## src/design/bba_pkg.sv

```systemverilog
// Package for the buddy block allocator: default geometry, field widths,
// result codes and the command/status structs between controller and datapath.
// No dependencies.
`timescale 1ns / 1ps
`default_nettype none
package bba_pkg;

  // Default geometry
  localparam int HEAP_BYTES_DEF     = 65536;
  localparam int MIN_BLOCK_LOG2_DEF = 5;
  localparam int ORDERS_DEF         = 11;
  localparam int HEADER_BYTES_DEF   = 24;

  // Field widths
  localparam int ADDR_W    = 48;
  localparam int REQ_W     = 16;
  localparam int ORDER_W   = 4;
  localparam int MARK_W    = 5;
  localparam int WORD_W    = 32;
  localparam int WORD_LOG2 = 5;

  typedef enum logic [1:0] {
    ST_OK        = 2'd0,
    ST_NO_FREE   = 2'd1,
    ST_TOO_LARGE = 2'd2,
    ST_BAD_FREE  = 2'd3
  } status_e;

  typedef enum logic {
    CMD_ALLOC = 1'b0,
    CMD_FREE  = 1'b1
  } command_e;

  typedef enum logic [3:0] {
    OP_NONE,
    OP_CLEAR,
    OP_LOAD,
    OP_SCAN_RD,
    OP_SCAN_CHK,
    OP_SPLIT_RD,
    OP_SPLIT_WR,
    OP_MARK_WR,
    OP_MARK_RD,
    OP_FREE_INIT,
    OP_LVL_RD,
    OP_LVL_WR,
    OP_DONE_OK,
    OP_DONE_FAIL
  } dp_op_e;

  typedef struct packed {
    dp_op_e  op;
    status_e code;
  } dp_cmd_t;

  typedef struct packed {
    logic clear_last;
    logic is_free;
    logic too_large;
    logic free_bad;
    logic hit;
    logic scan_last;
    logic split_more;
    logic mark_bad;
    logic merge;
  } dp_stat_t;

endpackage
`default_nettype wire

```

## src/design/bba_controller.sv

```systemverilog
// Controller of the buddy block allocator: sequences clearing, allocate
// scan/split and free/merge steps through datapath commands.
// Depends on bba_pkg.
`timescale 1ns / 1ps
`default_nettype none
module bba_controller (
  input  wire logic              clk_i,
  input  wire logic              rst_ni,
  input  wire logic              start,
  output logic                   busy,
  input  wire bba_pkg::dp_stat_t stat_i,
  output bba_pkg::dp_cmd_t       cmd_o
);

  localparam logic [3:0] S_CLEAR = 4'd0;
  localparam logic [3:0] S_IDLE  = 4'd1;
  localparam logic [3:0] S_DISP  = 4'd2;
  localparam logic [3:0] S_A_RD  = 4'd3;
  localparam logic [3:0] S_A_CHK = 4'd4;
  localparam logic [3:0] S_SP_RD = 4'd5;
  localparam logic [3:0] S_SP_WR = 4'd6;
  localparam logic [3:0] S_MARK  = 4'd7;
  localparam logic [3:0] S_F_RD  = 4'd8;
  localparam logic [3:0] S_F_CHK = 4'd9;
  localparam logic [3:0] S_LV_RD = 4'd10;
  localparam logic [3:0] S_LV_WR = 4'd11;
  localparam logic [3:0] S_OK    = 4'd12;

  logic [3:0] state_q, state_d;

  // Next state and datapath command
  always_comb begin
    state_d    = state_q;
    cmd_o.op   = bba_pkg::OP_NONE;
    cmd_o.code = bba_pkg::ST_OK;
    unique case (state_q)
      S_CLEAR: begin
        cmd_o.op = bba_pkg::OP_CLEAR;
        if (stat_i.clear_last) state_d = S_IDLE;
      end
      S_IDLE: begin
        if (start) begin
          cmd_o.op = bba_pkg::OP_LOAD;
          state_d  = S_DISP;
        end
      end
      S_DISP: begin
        if (stat_i.is_free) begin
          if (stat_i.free_bad) begin
            cmd_o.op   = bba_pkg::OP_DONE_FAIL;
            cmd_o.code = bba_pkg::ST_BAD_FREE;
            state_d    = S_IDLE;
          end else begin
            state_d = S_F_RD;
          end
        end else if (stat_i.too_large) begin
          cmd_o.op   = bba_pkg::OP_DONE_FAIL;
          cmd_o.code = bba_pkg::ST_TOO_LARGE;
          state_d    = S_IDLE;
        end else begin
          state_d = S_A_RD;
        end
      end
      S_A_RD: begin
        cmd_o.op = bba_pkg::OP_SCAN_RD;
        state_d  = S_A_CHK;
      end
      S_A_CHK: begin
        cmd_o.op = bba_pkg::OP_SCAN_CHK;
        if (stat_i.hit) begin
          state_d = stat_i.split_more ? S_SP_RD : S_MARK;
        end else if (stat_i.scan_last) begin
          cmd_o.op   = bba_pkg::OP_DONE_FAIL;
          cmd_o.code = bba_pkg::ST_NO_FREE;
          state_d    = S_IDLE;
        end else begin
          state_d = S_A_RD;
        end
      end
      S_SP_RD: begin
        cmd_o.op = bba_pkg::OP_SPLIT_RD;
        state_d  = S_SP_WR;
      end
      S_SP_WR: begin
        cmd_o.op = bba_pkg::OP_SPLIT_WR;
        state_d  = stat_i.split_more ? S_SP_RD : S_MARK;
      end
      S_MARK: begin
        cmd_o.op = bba_pkg::OP_MARK_WR;
        state_d  = S_OK;
      end
      S_F_RD: begin
        cmd_o.op = bba_pkg::OP_MARK_RD;
        state_d  = S_F_CHK;
      end
      S_F_CHK: begin
        if (stat_i.mark_bad) begin
          cmd_o.op   = bba_pkg::OP_DONE_FAIL;
          cmd_o.code = bba_pkg::ST_BAD_FREE;
          state_d    = S_IDLE;
        end else begin
          cmd_o.op = bba_pkg::OP_FREE_INIT;
          state_d  = S_LV_RD;
        end
      end
      S_LV_RD: begin
        cmd_o.op = bba_pkg::OP_LVL_RD;
        state_d  = S_LV_WR;
      end
      S_LV_WR: begin
        cmd_o.op = bba_pkg::OP_LVL_WR;
        state_d  = stat_i.merge ? S_LV_RD : S_OK;
      end
      S_OK: begin
        cmd_o.op = bba_pkg::OP_DONE_OK;
        state_d  = S_IDLE;
      end
      default: state_d = S_IDLE;
    endcase
  end

  always_ff @(posedge clk_i or negedge rst_ni) begin
    if (!rst_ni) state_q <= S_CLEAR;
    else         state_q <= state_d;
  end

  assign busy = state_q != S_IDLE;

endmodule
`default_nettype wire

```

## config.mk

```make
export PLATFORM = sky130hd
export DESIGN_NAME = bba_controller
export DESIGN_NICKNAME = d
export VERILOG_FILES = /design/src/design/bba_pkg.sv /design/src/design/bba_controller.sv
export SDC_FILE = /design/constraint.sdc
export NUM_CORES = 1
export LEC_CHECK = 0
export BUFFER_PORTS_ARGS = -buffer_cell sky130_fd_sc_hd__buf_2
export CAP_MARGIN = 20
export CORE_AREA = 2 2 39 41
export CTS_CLUSTER_SIZE = 28
export DETAILED_ROUTE_END_ITERATION = 16
export DIE_AREA = 0 0 41 43
export PLACE_DENSITY = 0.76
export SLEW_MARGIN = 0
export SYNTH_ARGS = -nofsm -noshare
export SYNTH_HDL_FRONTEND = slang
export SYNTH_SLANG_ARGS = --single-unit
```

## constraint.sdc

```tcl
create_clock -name clk_i -period 1.35 [get_ports clk_i]
set_input_delay 0.27 -clock clk_i [delete_from_list [all_inputs] [get_ports clk_i]]
set_output_delay 0.27 -clock clk_i [all_outputs]
set_load 0.005 [all_outputs]
```

==> results by group <==
Drt
  – DRC: 0
  – Post-route ant nets: 0
  – Wire per inst: about 18 um
  – Routed WL: 2440 um
  – DRT iter0 DRCs: 33
  – DR pass1 iterations: 4
  – Avg Vias per Cell: a little under 6
  – Via Count: between 800 and 900

Power and ir drop
  – Clock power share: ~7.3%
  – Reg power frac: 9.8%
  – P_int: 1.35 mW
  – Pwr Density: around 2300 mW/mm2
  – Net switching power: between 1 and 1.5 mW
  – Static leakage: roughly 0.47 nW
  – Sw Share: between 40% and 50%
  – VDD IR max: between 0.001 and 0.0015 V
  – Comb pwr share: roughly 83%

Floorplanning
  – Die Wd: between 40 and 50 um
  – Boundary pin count: 19
  – Core area: between 0.001 and 0.0015 mm2
  – Die H: approximately 43 um
  – Row count: 14
  – Initial core utilization: between 30% and 40%
  – Full die area: approximately 0.0018 mm2

Final layout
  – Most flop-heavy register: state_q
  – Area growth from synthesis to layout: 102%
  – Share of layout cells above drive strength 1: between 60% and 70%
  – Final std cells w/o fill: around 140
  – Core Util, Final: ~75%
  – Area occupied by multi-input gates: between 400 and 500 um2
  – FILL cells: roughly 100
  – Most common cell after layout, fill and taps aside: buf_4
  – Max reg flops: 4
  – Number of antenna diodes: 0
  – Post-Layout Inst Area: 0.00103 mm2
  – Reg area: 101 um2
  – Final nets: approximately 140
  – Regs by FF count: state_q x4
  – Commonest non-fill, non-tap cells in the layout: buf_4, buf_2, o21ai_0, buf_6

Flow run
  – Maxcap violations: 0

STA
  – Rel. slew slack: 75.4%
  – RSZ-0062 raised after global routing: true
  – Hold Slack: approximately 340 ps
  – Layout Skew: between 15 and 20 ps
  – Tcrit/Tclk final: 138%
  – Max Clock Freq: 0.537 GHz
  – Slew Viols, Final: 0
  – Fin Setup TNS: -3210 ps
  – Final setup viols: 9
  – Count of final hold-check violations: 0
  – Setup WS post-layout: -512 ps
  – Actual slew at the worst max-slew pin: around 360 ps
  – Tmin final: 1860 ps

CTS
  – CTS Buf Count: 3
  – CTS tree: built
  – CTS sink cnt: 4
  – Worst-path clk slew: roughly 50 ps
  – Clk_lat worst skew: between 200 and 300 ps
  – Root cell of the clock tree: clkbuf_4
  – H-tree depth: 1
  – CTS max path bufs: 2

Global route
  – Met2 Use GR: between 40% and 50%
  – Initial antenna violation count: 0
  – First-pass GRT wire length: between 3000 and 4000 um
  – Largest net degree at the start of global routing: 14
  – Most Used Layer, Global Route: met2
  – Congestion Overflow GR: 0
  – M3 GR Usage: under 10%
  – Number of global-route vias before repair: between 700 and 800
  – Global Route Usage Sum: between 20% and 30%
  – Met1 usage: approximately 33%

Status
  – Status: finished, violations left
  – Violated checks: setup timing

Logic synthesis
  – Synthesized cell area: 512 um2
  – Cells after synthesis: 73
  – EDFF count, synth: 0
  – Main synth FF type: dfrtp_1
  – Synth Warn #: 0
  – Fraction of registers with async set or reset after synthesis: 100%
  – Flops & latches, synth: 4
  – Synth unique cells: 33
  – Sequential-to-total area share from yosys stat: 19.6%
  – Mapped Nets: 85
  – Syn avg cell area: 7.01 um2

Critical path
  – Critical path data arrival time: around 1600 ps
  – R2r worst-path depth: 7
  – Slowest stage cell on the critical path: or4_1
  – CP peak stage delay: 440 ps
  – Crit path depth: 4
  – Family with the most delay on the worst path: simple AND/OR/NAND/NOR gates
  – CP required: about 1100 ps
  – Worst setup SP type: flip-flop
  – CP max FO: 2
  – CP endpoint kind: output port
  – WP buf/inv: 1
  – Setup CP Type: reg2out
  – Worst path cell trace: or2_4, or4_1, o21ai_1, buf_2

Min path
  – Hold WC Path Type: in2async

Placement
  – Final RePlAce weighted congestion: roughly 0.87
  – I/O Buffers: 18
  – Placed inst area: between 700 and 800 um2
  – DP Wirelength: roughly 1300 um
  – Placed cells: approximately 120
## worst paths after layout
path,startpoint,endpoint,slack [ps]
setup / recovery,state_q[3],cmd_o[0],-510
hold / removal,rst_ni,state_q[3],340
setup reg to reg,state_q[3],state_q[1],-290
hold reg to reg,state_q[2],state_q[3],680
max in group asynchronous,rst_ni,state_q[1],870
min in group clk_i,stat_i[0],state_q[2],340
## metal layers
metal  share of wire, %  wire (um)  vias up
met4                2.9         71        0
met2                 52       1270       44
met3                5.7        140        8
met5                  0          0        -
met1                 39        952      389
li1                   -          -      371
## metrics by stage
stage / power [mW] / worst slack, ps
final: 2.37 / -512
after global routing: 2.53 / -540
after CTS: 2.10 / -415
after detailed placement: 1.50 / -206
after global placement: 1.47 / -207
after floorplan: 0.895 / -110
## cells in the mapped netlist, types with 2 or more instances
cell type  instances  area, um2
nand2b_1           3       18.8
or4_1              2       15.0
nor2_1             6       22.5
buf_2              3       15.0
nor2b_1            4       25.0
o21ai_0            9       45.0
inv_1              4       15.0
nand2_1            5       18.8
a22oi_1            2       15.0
dfrtp_1            4        100
o22ai_1            2       12.5
a21oi_1            8       40.0
## cell families after synthesis
kind of cell	after synthesis	share of synthesized area, %
buf+inv	10	10.3
flops	4	19.6
compound gates	30	35.7
simple gates	27	30.3
mux	2	4.16
## power groups by stage
| stage | sequential (mW) | combinational [mW] | clock [mW] |
|---|---|---|---|
| 3_5_place_dp | 0.224 | 1.27 | 0 |
| 6_report | 0.232 | 1.97 | 0.172 |
| 4_1_cts | 0.236 | 1.69 | 0.169 |
| 2_1_floorplan | 0.205 | 0.690 | 0 |
| 5_1_grt | 0.234 | 2.10 | 0.192 |
| 3_3_place_gp | 0.224 | 1.25 | 0 |
## cell type report
class,count,area share (%)
Multi-Input combinational cell,59,45.6
Clock buffer,3,2.18
Timing Repair Buffer,52,39.0
Sequential cell,4,9.82
Tap cell,16,1.94
Inverter,4,1.45
## repair_timing
item / in CTS / in global routing
buffers inserted: 8 / 2
setup endpoints to repair: 9 / 10
gates cloned: 1 / 0
hold endpoints to repair: 4 / 0
hold buffers: 1 / 0
gates resized for setup: 20 / 14
pin swaps: 7 / 6
Note: power is estimated with default switching activity, not from simulation.
